$ cat src/sv/plen_pkg.sv
// ----------------------------------------------------------------------------
// plen_pkg
// Shared sizes, operation codes and status codes of the positional list engine.
// ----------------------------------------------------------------------------
package plen_pkg;

  // Number of entries the store can hold.
  localparam int CAPACITY   = 64;
  // Width of one stored value.
  localparam int VALUE_BITS = 32;

  // Store address width and entry count width.
  localparam int ADDR_W = (CAPACITY > 1) ? $clog2(CAPACITY) : 1;
  localparam int CNT_W  = $clog2(CAPACITY + 1);
  // Common width for comparing positions against the count.
  localparam int CMP_W  = ((CNT_W > 7) ? CNT_W : 7) + 1;

  // Operation codes carried by the input transaction.
  typedef enum logic [2:0] {
    OP_INSERT = 3'd0,
    OP_READ   = 3'd1,
    OP_REMOVE = 3'd2,
    OP_SWAP   = 3'd3,
    OP_MAX    = 3'd4,
    OP_SEARCH = 3'd5,
    OP_SORTED = 3'd6,
    OP_CLEAR  = 3'd7
  } op_t;

  // Status codes carried by the result transaction.
  typedef enum logic [1:0] {
    ST_OK     = 2'd0,
    ST_BADPOS = 2'd1,
    ST_EMPTY  = 2'd2,
    ST_FULL   = 2'd3
  } status_t;

endpackage

$ cat src/sv/positional_list_engine_core.sv
// Path to the result register: errors, clear, an empty search or sorted check and removal of the
// last entry go there directly; an appending insert first writes the entry; read, max, search
// and sorted check walk the entries with registered reads; swap reads both entries and writes
// them back; other inserts and removes first shift the entries moved. out_stall can hold it off.
// One transaction at a time: the next is accepted the cycle after the result is registered.
// Reset clears the entry count and the handshakes; store contents stay undefined.
// ----------------------------------------------------------------------------
// positional_list_engine_core
// Bounded ordered list of signed values addressed by 1-based position, with
// insert, read, remove, swap, max, search, sorted check and clear operations.
// ----------------------------------------------------------------------------
module positional_list_engine_core
  import plen_pkg::*;
(
  input  logic               clk,
  input  logic               rst_n,
  // Input channel
  input  logic               in_valid,
  output logic               in_stall,
  input  logic [2:0]         in_opcode,
  input  logic [6:0]         in_position,
  input  logic [6:0]         in_second_position,
  input  logic signed [31:0] in_item_value,
  // Result channel
  output logic               out_valid,
  input  logic               out_stall,
  output logic [1:0]         out_status,
  output logic signed [31:0] out_data_value,
  output logic [6:0]         out_data_position,
  output logic               out_hit_flag,
  output logic [6:0]         out_entry_count
);

  typedef enum logic [3:0] {
    S_IDLE,
    S_SCAN,
    S_MOVE,
    S_INS_WR,
    S_SWAP_RA,
    S_SWAP_RB,
    S_SWAP_WA,
    S_SWAP_WB,
    S_RESP
  } state_t;

  state_t                state_r;
  op_t                   op_r;
  status_t               status_r;
  logic [CNT_W-1:0]      count_r;
  logic [ADDR_W-1:0]     a_addr_r;
  logic [ADDR_W-1:0]     b_addr_r;
  logic [ADDR_W-1:0]     ptr_r;
  logic [ADDR_W-1:0]     end_r;
  logic                  iss_r;
  logic                  rd_vld_r;
  logic [ADDR_W-1:0]     data_idx_r;
  logic [VALUE_BITS-1:0] val_r;
  logic [VALUE_BITS-1:0] acc_val_r;
  logic [CNT_W-1:0]      acc_pos_r;
  logic                  hit_r;
  logic [VALUE_BITS-1:0] tmp_r;
  logic [VALUE_BITS-1:0] rdata_r;

  logic                  out_valid_r;
  status_t               out_status_r;
  logic [31:0]           out_data_value_r;
  logic [6:0]            out_data_position_r;
  logic                  out_hit_flag_r;
  logic [6:0]            out_entry_count_r;

  // Store and its port controls.
  logic [VALUE_BITS-1:0] mem [CAPACITY];
  logic [ADDR_W-1:0]     raddr;
  logic                  we;
  logic [ADDR_W-1:0]     waddr;
  logic [VALUE_BITS-1:0] wdata;

  // Shared signed comparator.
  logic [VALUE_BITS-1:0] cmp_a;
  logic [VALUE_BITS-1:0] cmp_b;
  logic                  cmp_lt;
  logic                  cmp_eq;

  // Decode of the incoming transaction.
  logic                  accept;
  op_t                   in_op;
  logic [CMP_W-1:0]      p1_w;
  logic [CMP_W-1:0]      p2_w;
  logic [CMP_W-1:0]      c_w;
  logic                  p1_ok;
  logic                  p2_ok;
  logic [ADDR_W-1:0]     in_a_addr;
  logic [ADDR_W-1:0]     last_addr;

  // Result register load and the fields it carries.
  logic                  resp_load;
  logic                  resp_has_value;
  logic                  resp_has_pos;

  assign in_stall  = (state_r != S_IDLE);
  assign accept    = in_valid && !in_stall;
  assign in_op     = op_t'(in_opcode);
  assign p1_w      = CMP_W'(in_position);
  assign p2_w      = CMP_W'(in_second_position);
  assign c_w       = CMP_W'(count_r);
  assign p1_ok     = (p1_w != '0) && (p1_w <= c_w);
  assign p2_ok     = (p2_w != '0) && (p2_w <= c_w);
  assign in_a_addr = ADDR_W'(p1_w - CMP_W'(1));
  assign last_addr = ADDR_W'(c_w - CMP_W'(1));

  assign resp_load      = (state_r == S_RESP) && (!out_valid_r || !out_stall);
  assign resp_has_value = (status_r == ST_OK) && ((op_r == OP_READ) || (op_r == OP_MAX));
  assign resp_has_pos   = (status_r == ST_OK) && (op_r == OP_MAX);

  // The comparator serves max, sorted check and search in turn.
  always_comb begin
    cmp_a = rdata_r;
    cmp_b = val_r;
    unique case (op_r)
      OP_MAX: begin
        cmp_a = acc_val_r;
        cmp_b = rdata_r;
      end
      OP_SORTED: begin
        cmp_a = rdata_r;
        cmp_b = acc_val_r;
      end
      default: begin
        cmp_a = rdata_r;
        cmp_b = val_r;
      end
    endcase
  end

  assign cmp_lt = $signed(cmp_a) < $signed(cmp_b);
  assign cmp_eq = (cmp_a == cmp_b);

  // Store address and write selection for each sequencer step.
  always_comb begin
    raddr = ptr_r;
    we    = 1'b0;
    waddr = data_idx_r;
    wdata = rdata_r;
    unique case (state_r)
      S_MOVE: begin
        we    = rd_vld_r;
        waddr = (op_r == OP_INSERT) ? data_idx_r + 1'b1 : data_idx_r - 1'b1;
      end
      S_INS_WR: begin
        we    = 1'b1;
        waddr = a_addr_r;
        wdata = val_r;
      end
      S_SWAP_RA: begin
        raddr = a_addr_r;
      end
      S_SWAP_RB: begin
        raddr = b_addr_r;
      end
      S_SWAP_WA: begin
        we    = 1'b1;
        waddr = a_addr_r;
      end
      S_SWAP_WB: begin
        we    = 1'b1;
        waddr = b_addr_r;
        wdata = tmp_r;
      end
      default: begin
        raddr = ptr_r;
      end
    endcase
  end

  // Entry store with registered read data.
  always_ff @(posedge clk) begin
    if (we) begin
      mem[waddr] <= wdata;
    end
    rdata_r <= mem[raddr];
  end

  // Sequencer, accumulators and result register.
  always_ff @(posedge clk) begin
    if (!rst_n) begin
      state_r     <= S_IDLE;
      count_r     <= '0;
      iss_r       <= 1'b0;
      rd_vld_r    <= 1'b0;
      out_valid_r <= 1'b0;
    end else begin
      // Read data is valid in the cycle after an issued read.
      rd_vld_r   <= ((state_r == S_SCAN) || (state_r == S_MOVE)) && iss_r;
      data_idx_r <= ptr_r;

      // The result register fills from the sequencer and empties once the
      // transaction is taken.
      if (resp_load) begin
        out_valid_r <= 1'b1;
      end else if (!out_stall) begin
        out_valid_r <= 1'b0;
      end

      unique case (state_r)
        S_IDLE: begin
          if (accept) begin
            op_r      <= in_op;
            a_addr_r  <= in_a_addr;
            b_addr_r  <= ADDR_W'(p2_w - CMP_W'(1));
            val_r     <= VALUE_BITS'(in_item_value);
            hit_r     <= (in_op == OP_SORTED);
            acc_pos_r <= '0;
            unique case (in_op)
              OP_INSERT: begin
                if (c_w >= CMP_W'(CAPACITY)) begin
                  status_r <= ST_FULL;
                  state_r  <= S_RESP;
                end else if ((p1_w == '0) || (p1_w > c_w + CMP_W'(1))) begin
                  status_r <= ST_BADPOS;
                  state_r  <= S_RESP;
                end else if (p1_w == c_w + CMP_W'(1)) begin
                  status_r <= ST_OK;
                  state_r  <= S_INS_WR;
                end else begin
                  status_r <= ST_OK;
                  ptr_r    <= last_addr;
                  end_r    <= in_a_addr;
                  iss_r    <= 1'b1;
                  state_r  <= S_MOVE;
                end
              end
              OP_READ: begin
                if (count_r == '0) begin
                  status_r <= ST_EMPTY;
                  state_r  <= S_RESP;
                end else if (!p1_ok) begin
                  status_r <= ST_BADPOS;
                  state_r  <= S_RESP;
                end else begin
                  status_r <= ST_OK;
                  ptr_r    <= in_a_addr;
                  end_r    <= in_a_addr;
                  iss_r    <= 1'b1;
                  state_r  <= S_SCAN;
                end
              end
              OP_REMOVE: begin
                if (count_r == '0) begin
                  status_r <= ST_EMPTY;
                  state_r  <= S_RESP;
                end else if (!p1_ok) begin
                  status_r <= ST_BADPOS;
                  state_r  <= S_RESP;
                end else if (p1_w == c_w) begin
                  status_r <= ST_OK;
                  count_r  <= count_r - 1'b1;
                  state_r  <= S_RESP;
                end else begin
                  status_r <= ST_OK;
                  ptr_r    <= in_a_addr + 1'b1;
                  end_r    <= last_addr;
                  iss_r    <= 1'b1;
                  state_r  <= S_MOVE;
                end
              end
              OP_SWAP: begin
                if (count_r == '0) begin
                  status_r <= ST_EMPTY;
                  state_r  <= S_RESP;
                end else if (!p1_ok || !p2_ok) begin
                  status_r <= ST_BADPOS;
                  state_r  <= S_RESP;
                end else begin
                  status_r <= ST_OK;
                  state_r  <= S_SWAP_RA;
                end
              end
              OP_MAX, OP_SEARCH, OP_SORTED: begin
                // Only max reports an empty list; search and sorted check answer directly.
                if (count_r == '0) begin
                  status_r <= (in_op == OP_MAX) ? ST_EMPTY : ST_OK;
                  state_r  <= S_RESP;
                end else begin
                  status_r <= ST_OK;
                  ptr_r    <= '0;
                  end_r    <= last_addr;
                  iss_r    <= 1'b1;
                  state_r  <= S_SCAN;
                end
              end
              OP_CLEAR: begin
                status_r <= ST_OK;
                count_r  <= '0;
                state_r  <= S_RESP;
              end
            endcase
          end
        end

        // Walk upwards through the entries, one read per cycle.
        S_SCAN: begin
          if (iss_r) begin
            if (ptr_r == end_r) begin
              iss_r <= 1'b0;
            end else begin
              ptr_r <= ptr_r + 1'b1;
            end
          end
          if (rd_vld_r) begin
            unique case (op_r)
              OP_READ: begin
                acc_val_r <= rdata_r;
              end
              OP_MAX: begin
                if ((data_idx_r == '0) || cmp_lt) begin
                  acc_val_r <= rdata_r;
                  acc_pos_r <= CNT_W'(data_idx_r) + 1'b1;
                end
              end
              OP_SEARCH: begin
                if (cmp_eq) begin
                  hit_r <= 1'b1;
                end
              end
              OP_SORTED: begin
                if ((data_idx_r != '0) && cmp_lt) begin
                  hit_r <= 1'b0;
                end
                acc_val_r <= rdata_r;
              end
              default: begin
                acc_val_r <= acc_val_r;
              end
            endcase
            if (data_idx_r == end_r) begin
              state_r <= S_RESP;
            end
          end
        end

        // Shift entries by one place: downwards reads for insert, upwards for remove.
        S_MOVE: begin
          if (iss_r) begin
            if (ptr_r == end_r) begin
              iss_r <= 1'b0;
            end else if (op_r == OP_INSERT) begin
              ptr_r <= ptr_r - 1'b1;
            end else begin
              ptr_r <= ptr_r + 1'b1;
            end
          end
          if (rd_vld_r && (data_idx_r == end_r)) begin
            if (op_r == OP_INSERT) begin
              state_r <= S_INS_WR;
            end else begin
              count_r <= count_r - 1'b1;
              state_r <= S_RESP;
            end
          end
        end

        S_INS_WR: begin
          count_r <= count_r + 1'b1;
          state_r <= S_RESP;
        end

        S_SWAP_RA: begin
          state_r <= S_SWAP_RB;
        end

        // The first entry arrives while the second is read.
        S_SWAP_RB: begin
          tmp_r   <= rdata_r;
          state_r <= S_SWAP_WA;
        end

        S_SWAP_WA: begin
          state_r <= S_SWAP_WB;
        end

        S_SWAP_WB: begin
          state_r <= S_RESP;
        end

        // Hand the result over once the result register is free.
        S_RESP: begin
          if (resp_load) begin
            out_status_r        <= status_r;
            out_hit_flag_r      <= hit_r;
            out_entry_count_r   <= 7'(count_r);
            out_data_value_r    <= resp_has_value ? 32'(acc_val_r) : '0;
            out_data_position_r <= resp_has_pos ? 7'(acc_pos_r) : '0;
            state_r             <= S_IDLE;
          end
        end

        default: begin
          state_r <= S_IDLE;
        end
      endcase
    end
  end

  assign out_valid         = out_valid_r;
  assign out_status        = out_status_r;
  assign out_data_value    = out_data_value_r;
  assign out_data_position = out_data_position_r;
  assign out_hit_flag      = out_hit_flag_r;
  assign out_entry_count   = out_entry_count_r;

endmodule

$ cat config.mk
export PLATFORM = sky130hd
export DESIGN_NAME = positional_list_engine_core
export DESIGN_NICKNAME = d
export VERILOG_FILES = /design/src/sv/plen_pkg.sv /design/src/sv/positional_list_engine_core.sv
export SDC_FILE = /design/constraint.sdc
export NUM_CORES = 2
export LEC_CHECK = 0
export ABC_AREA = 1
export ABC_CLOCK_PERIOD_IN_PS = 15800
export BUFFER_PORTS_ARGS = -buffer_cell sky130_fd_sc_hd__buf_2
export CAP_MARGIN = 0
export CORE_ASPECT_RATIO = 1.5
export CORE_MARGIN = 4
export CORE_UTILIZATION = 40
export CTS_CLUSTER_DIAMETER = 150
export CTS_CLUSTER_SIZE = 20
export DETAILED_ROUTE_END_ITERATION = 7
export PLACE_DENSITY = 0.63
export SYNTH_ARGS = -nofsm -noshare
export SYNTH_HDL_FRONTEND = slang
export SYNTH_SLANG_ARGS = --single-unit
$ cat constraint.sdc
create_clock -name clk -period 15.8 [get_ports clk]
set_clock_uncertainty 0.1 [all_clocks]
set_input_delay 2.37 -clock clk [delete_from_list [all_inputs] [get_ports clk]]
set_output_delay 2.37 -clock clk [all_outputs]
set_load 0.02 [all_outputs]
==> impl_metrics.json <==
{
  "place_inst": 11463,
  "num_rows": 221,
  "rsz0062_at_grt": "false",
  "synth.net_count": 8586,
  "register_area_um2": 68100,
  "port_buffers": 103,
  "grt_use_total_pct": 20.4,
  "max_slew_margin_pct": -4.95,
  "wl_per_cell_um": 22.5,
  "slew_violations": 68,
  "cts_buffers": 140,
  "place_congestion": 0.890,
  "avgSynthCellArea_um2": 11.5,
  "status": "complete, but fails checks",
  "hold_viol": 0,
  "tns_ps": 0,
  "grt-ovfl-total": 0,
  "areaGrowthSynthToFinish_pct": 8.44,
  "min_period_over_period_pct": 38.7,
  "num_vias": 63473,
  "grt_pass1_vias": 61111,
  "drive_gt1_share_pct": 6.48,
  "multi_input_area_um2": 23600,
  "drtPass1Iterations": 6,
  "synth_top_cell_by_area": "edfxtp_1",
  "synth_edf_count": 2236,
  "vias_per_cell": 5.44,
  "synthesis.area_um2": 97000,
  "hold_buffers": 0,
  "power_uw": 16400,
  "route.detailed.drc": 0,
  "path_max_fanout": 155,
  "ys.flop_type": "edfxtp_1",
  "die_area_um2": 251000,
  "synth_cells": 8464,
  "grt_pass1_wl_um": 390000,
  "cap_violations": 0,
  "boundaryPins": 104,
  "tightest_slew_ps": 1570,
  "h-tree-depth": 4,
  "ctsRootBufferMaster": "clkbuf_16",
  "stdcell_count": 11666,
  "num-fill-cells": 21802,
  "worst_setup_path_end_kind": "flop",
  "hpwl_um": 149000,
  "initialDrtViolationCount": 6761,
  "cp.arrival_ps": 6700,
  "grt_max_degree": 247,
  "cts_resized": 0,
  "fin_hold_ws_ps": 333,
  "max_freq_mhz": 164,
  "postCtsSetupRepairBufs": 0,
  "ir_drop_mv": 0.123,
  "fp.dieW_um": 410,
  "synthDistinctLibCells": 53,
  "synth_async_sr_flop_share_pct": 0,
  "synth_warnings": 0,
  "fin_nets": 8496,
  "initial_core_util_pct": 40.2,
  "die-height_um": 611,
  "clock_path_buffers": 4,
  "post-route-min-period_ps": 6110,
  "crit_type": "reg -> reg",
  "clk_pin_slew_ps": 90,
  "wirelength_um": 263000,
  "yosysTopAreaCellShare_pct": 69.2,
  "core_area_um2": 241000,
  "power_density_nw_per_um2": 156,
  "p_leak_uw": 0.0390,
  "hold_path_class": "reg -> reg",
  "worstPathRequired_ps": 16390,
  "clock-sinks": 2282,
  "setup_viol": 0,
  "violations": "slew limit",
  "clk_latency_ps": 820,
  "synthTopCellsByArea": "edfxtp_1 69%, nand2_1 8.5%, nand3_1 6.2%, o211ai_1 4.7%, inv_1 4.0%",
  "cts_tree": "built",
  "yosysSeqAreaShare_pct": 70.2,
  "antenna_found_initial": 5,
  "synth-seq-cells": 2282,
  "ant_nets": 0,
  "cp-start-kind": "flop"
}
where the power goes:
group	total, uW	switching [uW]	internal (uW)
clock	3600	1910	1690
sequential	7860	193	7670
combinational	4950	3780	1160
flip-flops by register name, summed over array words and instances, names as in the netlist, 3 cells and up:
register	cells
state_r	4
ptr_r	6
rdata_r	32
out_data_value	32
end_r	6
data_idx_r	6
mem	2048
out_data_position	7
op_r	3
b_addr_r	6
acc_pos_r	7
a_addr_r	6
count_r	7
tmp_r	32
acc_val_r	32
out_entry_count	7
val_r	32
synthesized netlist by cell type, types with 54 or more instances:
master    number
a21oi_1       58
buf_1         55
buf_2        258
clkbuf_1     152
edfxtp_1    2236
ha_1          68
inv_1       1046
nand2_1     2185
nand3_1     1198
nor2_1       190
o211ai_1     613
o21ai_0      112
or2_1         54
layout make-up:
type / instances / share of cell area [%]
sequential: 2282 / 64.7
multi-input combinational: 4648 / 22.4
tap: 3233 / 3.84
inverter: 1056 / 3.80
clock buffer: 199 / 3.64
timing repair buffer: 246 / 1.62
clock inverter: 1 / 0.0190
antenna: 1 / 0.00238
through the flow:
| step | setup WS (ps) | utilization, % | area [um^2] |
|---|---|---|---|
| final | 9690 | 43.6 | 105000 |
| after detailed placement | 9790 | 42.0 | 101000 |
| after CTS | 9750 | 43.6 | 105000 |
| after global routing | 9210 | 43.6 | 105000 |
| after floorplan | 9030 | - | 97000 |
| after global placement | 9810 | 42.0 | 101000 |
routing by layer:
metal  global-route usage [%]  vias to the layer above  routed length [um]
li1                         -                    29031                   -
met5                        0                        -                  13
met2                     36.4                     2536              133000
met3                     2.08                      502               17600
met1                     25.6                    31402              102000
met4                     7.75                        2               10000
cell families (layout without fill, tap and decap cells):
family | Yosys count | in the layout | synth area share (%)
AOI/OAI and AO/OA | 849 | 849 | 6.17
DFF | 2282 | 2282 | 70.2
and+or+nand+nor | 3706 | 3706 | 16.2
adders and majority gates | 69 | 69 | 0.898
xor gates and xnor gates | 24 | 24 | 0.217
buffers and inverters | 1534 | 1502 | 6.34
other | 0 | 1 | 0
layout by cell type, fill, tap and decap left out, types with 3 or more instances in the layout:
cell type and count:
nand3_1 1166, clkbuf_16 145, ha_1 68, inv_1 1042, nand3_4 5, o22ai_1 9
buf_2 103, inv_2 8, xor2_1 15, nand2_2 15, edfxtp_1 2236, o21ai_0 112
nor2_4 68, a22oi_1 4, a31oi_1 3, buf_12 9, clkbuf_1 54, xnor2_1 9
nand2_1 2184, or2_1 54, inv_8 3, nand3_2 27, nor2_1 122, o211ai_1 613
o221ai_1 33, a21oi_1 58, nand4_1 10, nor3_1 19, or2_2 10, nor2_2 8
buf_4 134, dfxtp_1 46, nor3_2 3
worst paths after layout:
kind | start | end | slack, ps | depth (start not counted)
setup / recovery | state_r[0] | rdata_r[21] | 9690 | 15
hold / removal | hit_r | out_hit_flag | 330 | 0
setup reg to reg | state_r[0] | rdata_r[21] | 9690 | 15
hold reg to reg | hit_r | out_hit_flag | 330 | 0
critical path, stage by stage (launching register included):
cell and delay, ps:
dfxtp_1 560, nor2_1 130, nand2_1 80, nand3_1 180, nand2_8 650, buf_4 740, buf_4 760, buf_4 740
buf_4 900, nand2_1 150, nand3_1 150, nand3_1 80, nand3_1 90, nand3_1 140, nand3_1 220, nand2_1 80
(Power assumes the default switching activity.)
